<file path="src/sv/assert_macros.svh">
// ----------------------------------------------------------------------------
// assert_macros.svh
// Concurrent assertion shorthands on clk and the active low reset rst_n.
// ----------------------------------------------------------------------------
`ifndef ASSERT_MACROS_SVH
`define ASSERT_MACROS_SVH

// Checked only while out of reset
`define LSTC_ASSERT(lbl, prop, msg) \
  lbl: assert property (@(posedge clk) disable iff (!rst_n) prop) else $error(msg);

// Checked at every edge, reset included
`define LSTC_ASSERT_ALWAYS(lbl, prop, msg) \
  lbl: assert property (@(posedge clk) prop) else $error(msg);

`endif

</file>
<file path="src/sv/lstc_pkg.sv">
// ----------------------------------------------------------------------------
// lstc_pkg
// Shared types, trigger slot codes and mask helpers for the load switch
// trigger controller.
// ----------------------------------------------------------------------------
package lstc_pkg;

  // Sizing
  localparam int CHANNELS   = 8;
  localparam int DELAY_BITS = 16;
  localparam int MASK_W     = 8;
  localparam int CFG_DLY_W  = 16;
  localparam int TRG_IDX_W  = 6;
  localparam int CFG_IDX_W  = 2;
  localparam int CFG_DATA_W = 16;
  localparam int DLY_CMP_W  = (DELAY_BITS > CFG_DLY_W) ? DELAY_BITS : CFG_DLY_W;

  localparam logic [MASK_W-1:0]     CH_MASK = MASK_W'((1 << CHANNELS) - 1);
  localparam logic [DELAY_BITS-1:0] CNT_MAX = '1;

  // Event forced output bits
  localparam int LED_BIT = 7;
  localparam int AUX_BIT = 6;

  // Register reset values
  localparam logic [CFG_DLY_W-1:0] DLY_RST      = CFG_DLY_W'(30000);
  localparam logic [MASK_W-1:0]    ZONE_PAT_RST = 8'hF0;

  // Register indexes
  localparam logic [CFG_IDX_W-1:0] REG_MAIN_DLY = 2'd0;
  localparam logic [CFG_IDX_W-1:0] REG_AMP_DLY  = 2'd1;
  localparam logic [CFG_IDX_W-1:0] REG_ZONE_PAT = 2'd2;

  // Trigger slots
  localparam logic [TRG_IDX_W-1:0] TRG_MAIN_ON     = 6'd0;
  localparam logic [TRG_IDX_W-1:0] TRG_MAIN_OFF    = 6'd1;
  localparam logic [TRG_IDX_W-1:0] TRG_OUT_ALL_ON  = 6'd2;
  localparam logic [TRG_IDX_W-1:0] TRG_OUT_ALL_OFF = 6'd3;
  localparam logic [TRG_IDX_W-1:0] TRG_AMP_ON      = 6'd28;
  localparam logic [TRG_IDX_W-1:0] TRG_AMP_OFF     = 6'd29;
  localparam logic [TRG_IDX_W-1:0] TRG_AMP_ALL_ON  = 6'd30;
  localparam logic [TRG_IDX_W-1:0] TRG_AMP_ALL_OFF = 6'd31;
  localparam logic [TRG_IDX_W-1:0] TRG_ZONE_ON     = 6'd56;
  localparam logic [TRG_IDX_W-1:0] TRG_ZONE_OFF    = 6'd57;
  localparam logic [TRG_IDX_W-1:0] TRG_ZONE_TOGGLE = 6'd58;
  // Per channel bit triggers: base + 3*n is on, +1 off, +2 toggle
  localparam int TRG_OUT_BIT_BASE = 4;
  localparam int TRG_AMP_BIT_BASE = 32;

  // Relay sequencer command
  typedef enum logic [1:0] {
    CMD_NONE = 2'b00,
    CMD_ON   = 2'b01,
    CMD_OFF  = 2'b10
  } cmd_t;

  // Zone macro operation
  typedef enum logic [1:0] {
    ZONE_NONE   = 2'b00,
    ZONE_ON     = 2'b01,
    ZONE_OFF    = 2'b10,
    ZONE_TOGGLE = 2'b11
  } zone_op_t;

  typedef struct packed {
    logic              all_on;
    logic              all_off;
    logic [MASK_W-1:0] set_bits;
    logic [MASK_W-1:0] clr_bits;
    logic [MASK_W-1:0] tog_bits;
  } mask_edit_t;

  typedef struct packed {
    cmd_t       main_cmd;
    cmd_t       amp_cmd;
    mask_edit_t out_edit;
    mask_edit_t amp_edit;
    zone_op_t   zone_op;
  } trig_dec_t;

  // Sequencer control for one pass
  typedef struct packed {
    logic step;
    cmd_t trg_cmd;
    cmd_t chg_cmd;
    logic tick;
  } seq_ctrl_t;

  typedef struct packed {
    logic                 trigger_valid;
    logic [TRG_IDX_W-1:0] trigger_index;
    logic                 supply_event;
    logic                 led_event;
    logic                 amp_event;
    logic                 aux_event;
    logic                 ms_tick;
  } in_item_t;

  typedef struct packed {
    logic [MASK_W-1:0] output_mask;
    logic [MASK_W-1:0] amp_standby_mask;
    logic              main_relay;
    logic              amp_relay;
    logic              zone_active;
  } out_item_t;

  // Apply one decoded edit to a mask
  function automatic logic [MASK_W-1:0] mask_edit(input logic [MASK_W-1:0] m,
                                                  input mask_edit_t e);
    logic [MASK_W-1:0] r;
    if (e.all_on) begin
      r = CH_MASK;
    end else if (e.all_off) begin
      r = '0;
    end else begin
      r = ((m | e.set_bits) & ~e.clr_bits) ^ e.tog_bits;
    end
    return r;
  endfunction

endpackage

</file>
<file path="src/sv/lstc_trigger_decode.sv">
// ----------------------------------------------------------------------------
// lstc_trigger_decode
// Turns a trigger slot index into relay commands, mask edits and a zone
// macro operation.
// ----------------------------------------------------------------------------
module lstc_trigger_decode (
  input  logic                          trigger_valid,
  input  logic [lstc_pkg::TRG_IDX_W-1:0] trigger_index,
  output lstc_pkg::trig_dec_t           dec
);

  always_comb begin
    dec          = '0;
    dec.main_cmd = lstc_pkg::CMD_NONE;
    dec.amp_cmd  = lstc_pkg::CMD_NONE;
    dec.zone_op  = lstc_pkg::ZONE_NONE;
    if (trigger_valid) begin
      // Single slots
      unique case (trigger_index)
        lstc_pkg::TRG_MAIN_ON:     dec.main_cmd = lstc_pkg::CMD_ON;
        lstc_pkg::TRG_MAIN_OFF:    dec.main_cmd = lstc_pkg::CMD_OFF;
        lstc_pkg::TRG_OUT_ALL_ON:  dec.out_edit.all_on = 1'b1;
        lstc_pkg::TRG_OUT_ALL_OFF: dec.out_edit.all_off = 1'b1;
        lstc_pkg::TRG_AMP_ON:      dec.amp_cmd = lstc_pkg::CMD_ON;
        lstc_pkg::TRG_AMP_OFF:     dec.amp_cmd = lstc_pkg::CMD_OFF;
        lstc_pkg::TRG_AMP_ALL_ON:  dec.amp_edit.all_on = 1'b1;
        lstc_pkg::TRG_AMP_ALL_OFF: dec.amp_edit.all_off = 1'b1;
        lstc_pkg::TRG_ZONE_ON:     dec.zone_op = lstc_pkg::ZONE_ON;
        lstc_pkg::TRG_ZONE_OFF:    dec.zone_op = lstc_pkg::ZONE_OFF;
        lstc_pkg::TRG_ZONE_TOGGLE: dec.zone_op = lstc_pkg::ZONE_TOGGLE;
        default: ;
      endcase

      // Per channel on / off / toggle; channels past CHANNELS never match
      for (int n = 0; n < lstc_pkg::CHANNELS; n++) begin
        if (trigger_index == lstc_pkg::TRG_IDX_W'(lstc_pkg::TRG_OUT_BIT_BASE + 3*n))
          dec.out_edit.set_bits[n] = 1'b1;
        if (trigger_index == lstc_pkg::TRG_IDX_W'(lstc_pkg::TRG_OUT_BIT_BASE + 3*n + 1))
          dec.out_edit.clr_bits[n] = 1'b1;
        if (trigger_index == lstc_pkg::TRG_IDX_W'(lstc_pkg::TRG_OUT_BIT_BASE + 3*n + 2))
          dec.out_edit.tog_bits[n] = 1'b1;
        if (trigger_index == lstc_pkg::TRG_IDX_W'(lstc_pkg::TRG_AMP_BIT_BASE + 3*n))
          dec.amp_edit.set_bits[n] = 1'b1;
        if (trigger_index == lstc_pkg::TRG_IDX_W'(lstc_pkg::TRG_AMP_BIT_BASE + 3*n + 1))
          dec.amp_edit.clr_bits[n] = 1'b1;
        if (trigger_index == lstc_pkg::TRG_IDX_W'(lstc_pkg::TRG_AMP_BIT_BASE + 3*n + 2))
          dec.amp_edit.tog_bits[n] = 1'b1;
      end
    end
  end

endmodule

</file>
<file path="src/sv/lstc_sequencer.sv">
// ----------------------------------------------------------------------------
// lstc_sequencer
// Relay sequencer: closes at once on an on command, opens after an off delay
// counted in millisecond ticks.
// ----------------------------------------------------------------------------
`include "assert_macros.svh"

module lstc_sequencer (
  input  logic                           clk,
  input  logic                           rst_n,
  input  lstc_pkg::seq_ctrl_t            ctrl,
  input  logic [lstc_pkg::CFG_DLY_W-1:0] delay,
  output logic                           closed
);

  typedef enum logic [3:0] {
    PH_IDLE    = 4'b0001,
    PH_ON      = 4'b0010,
    PH_TURNOFF = 4'b0100,
    PH_OFF     = 4'b1000
  } phase_t;

  phase_t                            phase_r, phase_nxt, phase_trg, phase_stp;
  logic [lstc_pkg::DELAY_BITS-1:0]   elapsed_r, elapsed_nxt;
  logic                              closed_r, closed_nxt;
  logic [lstc_pkg::DLY_CMP_W-1:0]    lim;

  // Delay clamped to the counter range
  always_comb begin
    if (lstc_pkg::DLY_CMP_W'(delay) > lstc_pkg::DLY_CMP_W'(lstc_pkg::CNT_MAX)) begin
      lim = lstc_pkg::DLY_CMP_W'(lstc_pkg::CNT_MAX);
    end else begin
      lim = lstc_pkg::DLY_CMP_W'(delay);
    end
  end

  // Trigger command, one sequencer step, then change detection override
  always_comb begin
    unique case (ctrl.trg_cmd)
      lstc_pkg::CMD_ON:  phase_trg = PH_ON;
      lstc_pkg::CMD_OFF: phase_trg = PH_TURNOFF;
      default:           phase_trg = phase_r;
    endcase

    phase_stp   = PH_IDLE;
    elapsed_nxt = elapsed_r;
    closed_nxt  = closed_r;
    unique case (phase_trg)
      PH_ON: begin
        closed_nxt  = 1'b1;
        elapsed_nxt = '0;
      end
      PH_TURNOFF: begin
        phase_stp = PH_TURNOFF;
        if (ctrl.tick && (elapsed_r != lstc_pkg::CNT_MAX))
          elapsed_nxt = elapsed_r + 1'b1;
        if (lstc_pkg::DLY_CMP_W'(elapsed_nxt) >= lim)
          phase_stp = PH_OFF;
      end
      PH_OFF: begin
        closed_nxt  = 1'b0;
        elapsed_nxt = '0;
      end
      default: begin
        elapsed_nxt = '0;
      end
    endcase

    unique case (ctrl.chg_cmd)
      lstc_pkg::CMD_ON:  phase_nxt = PH_ON;
      lstc_pkg::CMD_OFF: phase_nxt = PH_TURNOFF;
      default:           phase_nxt = phase_stp;
    endcase
  end

  always_ff @(posedge clk) begin
    if (!rst_n) begin
      phase_r   <= PH_IDLE;
      elapsed_r <= '0;
      closed_r  <= 1'b0;
    end else if (ctrl.step) begin
      phase_r   <= phase_nxt;
      elapsed_r <= elapsed_nxt;
      closed_r  <= closed_nxt;
    end
  end

  // Relay position after this pass
  assign closed = closed_nxt;

  // The relay only closes on a step that carries out an on phase
  `LSTC_ASSERT(a_close_from_on, $rose(closed_r) |-> $past(ctrl.step && phase_trg == PH_ON), "relay closed without an on phase")

endmodule

</file>
<file path="src/sv/load_switch_trigger_controller.sv">
// ----------------------------------------------------------------------------
// load_switch_trigger_controller
// Trigger driven load switch and amp channel controller with two delayed
// off relay sequencers.
// ----------------------------------------------------------------------------
// Usage:
//   in_*  : one control pass per transfer (trigger, event levels, ms tick).
//   out_* : one result per pass: both masks, both relay positions and the
//           zone macro state.
//   cfg_* : register writes (0 main off delay, 1 amp off delay, 2 zone
//           pattern); cfg_ready is always high, write only while idle.
// Timing:
//   A pass is worked out in the cycle it is taken and its result is held in
//   the output register from the next cycle; one pass per cycle is taken
//   while in_stall is low. The pass logic is a trigger decode, a mask edit,
//   a change compare and a relay counter step, all between the input port
//   and the output register. A relay trigger acts in the pass that issues it;
//   a detected change acts on the relay from the next pass.
// Reset:
//   rst_n low clears the masks, relays, zone state and counters and loads
//   the register defaults (30000 ms delays, zone pattern 0xF0).
// Stall:
//   While out_stall holds a waiting result, in_stall is raised and the
//   result is held; a new pass is taken in the same cycle the result leaves.
// ----------------------------------------------------------------------------
`include "assert_macros.svh"

module load_switch_trigger_controller (
  input  logic                            clk,
  input  logic                            rst_n,
  // input channel
  input  logic                            in_valid,
  output logic                            in_stall,
  input  lstc_pkg::in_item_t              in_data,
  // result channel
  output logic                            out_valid,
  input  logic                            out_stall,
  output lstc_pkg::out_item_t             out_data,
  // configuration
  input  logic                            cfg_valid,
  output logic                            cfg_ready,
  input  logic [lstc_pkg::CFG_IDX_W-1:0]  cfg_index,
  input  logic [lstc_pkg::CFG_DATA_W-1:0] cfg_data
);

  // Configuration registers
  logic [lstc_pkg::CFG_DLY_W-1:0] main_dly_r, amp_dly_r;
  logic [lstc_pkg::MASK_W-1:0]    zone_pat_r;

  // Pass state
  logic [lstc_pkg::MASK_W-1:0] out_bits_r, out_bits_nxt, out_seen_r, out_seen_nxt;
  logic [lstc_pkg::MASK_W-1:0] amp_bits_r, amp_bits_nxt, amp_seen_r, amp_seen_nxt;
  logic                        supply_seen_r, supply_seen_nxt;
  logic                        ampev_seen_r, ampev_seen_nxt;
  logic                        zone_on_r, zone_on_nxt;

  // Output register
  logic                out_valid_r, out_valid_nxt;
  lstc_pkg::out_item_t out_data_r, out_data_nxt;

  logic                take;
  lstc_pkg::trig_dec_t dec;
  lstc_pkg::seq_ctrl_t main_ctrl, amp_ctrl;
  lstc_pkg::cmd_t      main_chg, amp_chg;
  logic                main_closed, amp_closed;

  // Handshake: a pass is taken whenever the output register is free or leaving
  assign in_stall  = out_valid_r && out_stall;
  assign take      = in_valid && !in_stall;
  assign cfg_ready = 1'b1;
  assign out_valid = out_valid_r;
  assign out_data  = out_data_r;

  // Configuration writes
  always_ff @(posedge clk) begin
    if (!rst_n) begin
      main_dly_r <= lstc_pkg::DLY_RST;
      amp_dly_r  <= lstc_pkg::DLY_RST;
      zone_pat_r <= lstc_pkg::ZONE_PAT_RST;
    end else if (cfg_valid && cfg_ready) begin
      unique case (cfg_index)
        lstc_pkg::REG_MAIN_DLY: main_dly_r <= cfg_data[lstc_pkg::CFG_DLY_W-1:0];
        lstc_pkg::REG_AMP_DLY:  amp_dly_r  <= cfg_data[lstc_pkg::CFG_DLY_W-1:0];
        lstc_pkg::REG_ZONE_PAT: zone_pat_r <= cfg_data[lstc_pkg::MASK_W-1:0];
        default: ;
      endcase
    end
  end

  // Trigger decode
  lstc_trigger_decode u_decode (
    .trigger_valid (in_data.trigger_valid),
    .trigger_index (in_data.trigger_index),
    .dec           (dec)
  );

  // Mask edits, zone macro, event forcing and change detection
  always_comb begin
    logic [lstc_pkg::MASK_W-1:0] out_trg;
    out_trg = lstc_pkg::mask_edit(out_bits_r, dec.out_edit);

    zone_on_nxt = zone_on_r;
    case (dec.zone_op)
      lstc_pkg::ZONE_ON: begin
        amp_bits_nxt = zone_pat_r & lstc_pkg::CH_MASK;
        zone_on_nxt  = 1'b1;
      end
      lstc_pkg::ZONE_OFF: begin
        amp_bits_nxt = '0;
        zone_on_nxt  = 1'b0;
      end
      lstc_pkg::ZONE_TOGGLE: begin
        amp_bits_nxt = zone_on_r ? '0 : (zone_pat_r & lstc_pkg::CH_MASK);
        zone_on_nxt  = !zone_on_r;
      end
      default: begin
        amp_bits_nxt = lstc_pkg::mask_edit(amp_bits_r, dec.amp_edit);
      end
    endcase

    // Event levels force the top two outputs
    out_bits_nxt                   = out_trg;
    out_bits_nxt[lstc_pkg::LED_BIT] = in_data.led_event;
    out_bits_nxt[lstc_pkg::AUX_BIT] = in_data.aux_event;

    // Main side change
    out_seen_nxt    = out_seen_r;
    supply_seen_nxt = supply_seen_r;
    main_chg        = lstc_pkg::CMD_NONE;
    if ((out_seen_r != out_bits_nxt) || (supply_seen_r != in_data.supply_event)) begin
      out_seen_nxt    = out_bits_nxt;
      supply_seen_nxt = in_data.supply_event;
      main_chg = ((out_bits_nxt != '0) || in_data.supply_event) ? lstc_pkg::CMD_ON
                                                                 : lstc_pkg::CMD_OFF;
    end

    // Amp side change
    amp_seen_nxt   = amp_seen_r;
    ampev_seen_nxt = ampev_seen_r;
    amp_chg        = lstc_pkg::CMD_NONE;
    if ((amp_seen_r != amp_bits_nxt) || (ampev_seen_r != in_data.amp_event)) begin
      amp_seen_nxt   = amp_bits_nxt;
      ampev_seen_nxt = in_data.amp_event;
      amp_chg = ((amp_bits_nxt != '0) || in_data.amp_event) ? lstc_pkg::CMD_ON
                                                            : lstc_pkg::CMD_OFF;
    end
  end

  // Relay sequencers
  always_comb begin
    main_ctrl.step    = take;
    main_ctrl.trg_cmd = dec.main_cmd;
    main_ctrl.chg_cmd = main_chg;
    main_ctrl.tick    = in_data.ms_tick;
    amp_ctrl.step     = take;
    amp_ctrl.trg_cmd  = dec.amp_cmd;
    amp_ctrl.chg_cmd  = amp_chg;
    amp_ctrl.tick     = in_data.ms_tick;
  end

  lstc_sequencer u_main_seq (
    .clk    (clk),
    .rst_n  (rst_n),
    .ctrl   (main_ctrl),
    .delay  (main_dly_r),
    .closed (main_closed)
  );

  lstc_sequencer u_amp_seq (
    .clk    (clk),
    .rst_n  (rst_n),
    .ctrl   (amp_ctrl),
    .delay  (amp_dly_r),
    .closed (amp_closed)
  );

  // State update on each taken pass
  always_ff @(posedge clk) begin
    if (!rst_n) begin
      out_bits_r    <= '0;
      out_seen_r    <= '1;
      amp_bits_r    <= '0;
      amp_seen_r    <= '1;
      supply_seen_r <= 1'b0;
      ampev_seen_r  <= 1'b0;
      zone_on_r     <= 1'b0;
    end else if (take) begin
      out_bits_r    <= out_bits_nxt;
      out_seen_r    <= out_seen_nxt;
      amp_bits_r    <= amp_bits_nxt;
      amp_seen_r    <= amp_seen_nxt;
      supply_seen_r <= supply_seen_nxt;
      ampev_seen_r  <= ampev_seen_nxt;
      zone_on_r     <= zone_on_nxt;
    end
  end

  // Result register
  always_comb begin
    out_data_nxt.output_mask      = out_bits_nxt;
    out_data_nxt.amp_standby_mask = amp_bits_nxt;
    out_data_nxt.main_relay       = main_closed;
    out_data_nxt.amp_relay        = amp_closed;
    out_data_nxt.zone_active      = zone_on_nxt;
    if (take) begin
      out_valid_nxt = 1'b1;
    end else begin
      out_valid_nxt = out_valid_r && out_stall;
    end
  end

  always_ff @(posedge clk) begin
    if (!rst_n) begin
      out_valid_r <= 1'b0;
    end else begin
      out_valid_r <= out_valid_nxt;
    end
  end

  always_ff @(posedge clk) begin
    if (take) begin
      out_data_r <= out_data_nxt;
    end
  end

  // Checks
  `LSTC_ASSERT_ALWAYS(a_reset_empties, !rst_n |=> !out_valid_r, "result pending after reset")
  `LSTC_ASSERT(a_take_gives_result, take |=> out_valid_r, "transfer taken without a result")
  `LSTC_ASSERT(a_led_forced, take |=> out_data_r.output_mask[lstc_pkg::LED_BIT] == $past(in_data.led_event), "led output bit not forced")
  `LSTC_ASSERT(a_zone_only_on_pass, $past(rst_n) && !$past(take) |-> $stable(zone_on_r), "zone state changed without a transfer")

endmodule
</file>
<file path="config.mk">
export PLATFORM = sky130hd
export DESIGN_NAME = load_switch_trigger_controller
export DESIGN_NICKNAME = d
export VERILOG_FILES = /design/src/sv/lstc_pkg.sv /design/src/sv/lstc_trigger_decode.sv /design/src/sv/lstc_sequencer.sv /design/src/sv/load_switch_trigger_controller.sv
export VERILOG_INCLUDE_DIRS = /design/src /design/src/sv
export SDC_FILE = /design/constraint.sdc
export NUM_CORES = 1
export LEC_CHECK = 0
export ABC_AREA = 1
export BUFFER_PORTS_ARGS = -buffer_cell sky130_fd_sc_hd__clkbuf_2
export CAP_MARGIN = 20
export CORE_ASPECT_RATIO = 1.2
export CORE_MARGIN = 2
export CORE_UTILIZATION = 45
export CTS_CLUSTER_SIZE = 40
export DETAILED_ROUTE_END_ITERATION = 6
export SLEW_MARGIN = 5
export SYNTH_ARGS = -nofsm -noshare
export SYNTH_HDL_FRONTEND = slang
export SYNTH_SLANG_ARGS = --single-unit
</file>
<file path="constraint.sdc">
create_clock -name clk -period 3.5 [get_ports clk]
set_input_delay 0.175 -clock clk [delete_from_list [all_inputs] [get_ports clk]]
set_output_delay 0.175 -clock clk [all_outputs]
set_load 0.05 [all_outputs]
</file>
==> results_dict.tcl <==
set metrics [dict create \
    status "completed" \
    fin_crit_ns 3.11 \
    synth_warnings 0 \
    critical-path-slowest-cell "dfxtp_1" \
    pre_cts_ws_ns 0.277 \
    num_rows 52 \
    cp-start-kind "flop" \
    grt.overflow.total 0 \
    clockRootBuffer "clkbuf_16" \
    finalWeightedCongestion 0.894 \
    syn_nets 1194 \
    grt_pass1_wl_um 31500 \
    final-hold-violation-count 0 \
    die_w_um 124 \
    powerDensity_nw_per_um2 458 \
    cts_setup_buffers 0 \
    worst_slack_ns 0.387 \
    portBuffers 55 \
    stdcell_area_sq_um 8980 \
    drt_iter0_drc 387 \
    regToRegSetupSlack_ns 0.39 \
    min_from "cfg_data[10]" \
    seq_area_frac_synth 0.370 \
    areaGrowthSynthToFinish_pct 14.9 \
    crit_type "flop to flop" \
    drive_gt1_frac 0.135 \
    arrival_ns 3.45 \
    setup_viol 0 \
    max_slew_margin 0.365 \
    tightest_slew_ns 0.947 \
    drt_first_pass_iters 5 \
    ir_worst_vdd_uv 330 \
    clk_path_buf_depth 2 \
    place_area_sq_um 8310 \
    ioPinCount 57 \
    required_ns 3.83 \
    crit_path_cell_trace "ha_1 -> inv_1 -> nor4_2 -> nand2_1 -> nand2_2 -> inv_1 -> nand3_1 -> nor2_1 -> inv_1 -> nor3_1 -> xor2_1 -> ha_1 -> nand2_1 -> inv_1 -> nand3_1 -> inv_1 -> a21oi_1 -> nand3_1 -> or2_2 -> nand3_1 -> nand3_1 -> a21oi_1" \
    synth_area_per_cell_sq_um 6.97 \
    nNetsFinal 1249 \
    worst_skew_pair.late_latency_ns 0.43 \
    finalMaxSlewViolations 0 \
    clk_pin_slew_ns 0.06 \
    grt_pass1_vias 6557 \
    fmax_mhz 321 \
    cts_buffers 17 \
    synthCells 1121 \
    synth_area_sq_um 7810 \
    max_cap_viol_count 0 \
    hold_path_depth 3 \
    ant_nets 0 \
    finalCritPeriodShare 0.890 \
    hpwl_um 14300 \
    final_common_cell "nand2_1" \
    initial_core_util 0.462 \
    hold_slack_ns 0.00568 \
    rr_startpoint "u_amp_seq.elapsed_r[0]$_SDFFE_PN0P_" \
    synth_cell_types 44 \
    antenna_found_initial 0 \
    cp_max_fo 7 \
    timing.rr.end "u_amp_seq.phase_r[2]$_SDFFE_PN0P_" \
    cp_slowest_stage_delay_ns 0.38 \
    mostFrequentLayoutCells "298 x nand2_1, 168 x inv_1, 116 x dfxtp_1, 96 x a21oi_1, 69 x nand3_1" \
    finalPower_mw 4.12 \
    htreeDepth 4 \
    vias 6975 \
    drc 0 \
    cts_tree "yes" \
    startpoint "u_amp_seq.elapsed_r[0]$_SDFFE_PN0P_" \
    hold_path_class "input port to flop" \
    diodes 0 \
    coreArea_sq_um 16900 \
    r2r_cells 22 \
    wl_um 19200 \
    grt_max_degree 61 \
    wl_per_cell_um 13.7 \
    hold_path_end "amp_dly_r[10]$_SDFFE_PN1P_" \
    fp.dieH_um 148 \
    grt_util_all_layers 0.211 \
    via_per_inst 4.96 \
    fin_skew_ns 0.00555 \
    die_area_sq_um 18400 \
    leakagePower_nw 4.22 \
    clock-sinks 135 \
    crit_path_end_kind "flop" \
    synth_seq_cells 135 \
]
sequential cells by signal (all words and copies together) (netlist names), 16 cells and up:
signal and count:
main_dly_r 16, u_amp_seq.elapsed_r 16, u_main_seq.elapsed_r 16, out_data 19, amp_dly_r 16
through the flow:
| stage | TNS [ns] | instances | util |
|---|---|---|---|
| floorplan | 0 | 1121 | - |
| global placement | 0 | 1371 | 0.491 |
| detailed placement | 0 | 1371 | 0.491 |
| CTS | 0 | 1405 | 0.529 |
| global route | -0.0447 | 1405 | 0.531 |
| finish | 0 | 1405 | 0.531 |
cell usage after synthesis (all sizes together):
library cell / n / area [sq um]
nand2: 319 / 1250
inv: 177 / 664
dfxtp: 116 / 2320
a21oi: 97 / 489
nor2: 76 / 338
nand3: 74 / 403
o21ai: 66 / 345
ha: 38 / 475
o211ai: 28 / 245
clkbuf: 25 / 93.8
xor2: 23 / 201
edfxtp: 19 / 571
nor3: 18 / 95.1
nand4: 11 / 68.8
xnor2: 9 / 78.8
buf: 6 / 40.0
nand3b: 4 / 30.0
nor4: 4 / 25.0
or2: 3 / 18.8
o21bai: 2 / 18.8
a32o: 1 / 10.0
clkinv: 1 / 3.75
conb: 1 / 3.75
nor3b: 1 / 7.51
o22ai: 1 / 6.26
o31ai: 1 / 7.51
final cells by class:
class	instances	area, sq um
clock inverters	8	116
inverters	178	668
fillers	1746	7940
flip-flops and latches	135	2890
well taps	216	270
repair buffers	67	370
multi-input cells	777	4150
clock buffers	24	513
routing by layer:
| layer | track usage | wire [um] |
|---|---|---|
| met1 | 0.259 | 8700 |
| met5 | 0 | 0 |
| met3 | 0.0435 | 719 |
| met2 | 0.374 | 9540 |
| met4 | 0.0640 | 246 |
logic make-up (layout without fill, tap and decap cells):
logic type	after synthesis	count (layout)	share of synthesized area
fa+ha+maj	38	38	0.0609
simple gates	510	510	0.286
compound gates	196	196	0.144
other cells	1	1	0.000480
xor+xnor	32	32	0.0359
buf+inv	209	277	0.103
flops	135	135	0.370
where the power goes:
group	switching (mW)	internal (mW)
sequential	0.0325	1.66
combinational	0.371	0.151
clock	0.669	1.23
total	1.07	3.04
what timing repair did:
item | CTS | global route
setup endpoints to repair | 0 | 3
endpoints found under the hold margin | 3 | 0
resized for setup | 0 | 5
hold buffers | 2 | 0
worst max-delay path by stage:
stage	end	cells past startpoint	slack (ns)
final	u_amp_seq.phase_r[2]$_SDFFE_PN0P_	22	0.39
after detailed placement	u_main_seq.phase_r[2]$_SDFFE_PN0P_	22	0.28
after global placement	u_main_seq.phase_r[2]$_SDFFE_PN0P_	22	0.38
after floorplan	u_amp_seq.phase_r[2]$_SDFFE_PN0P_	22	0.59
after CTS	u_main_seq.phase_r[2]$_SDFFE_PN0P_	22	0.26
after global routing	u_amp_seq.phase_r[2]$_SDFFE_PN0P_	23	-0.04
worst max-delay path: cells and delay by family, from the launching register on:
family | cells | cell delay [ns]
and+or+nand+nor | 12 | 1.42
adders and majority gates | 2 | 0.47
DFF | 1 | 0.38
buffers and inverters | 5 | 0.32
AOI/OAI and AO/OA | 2 | 0.26
xor gates and xnor gates | 1 | 0.16
Power figures use the tool's default switching activity.
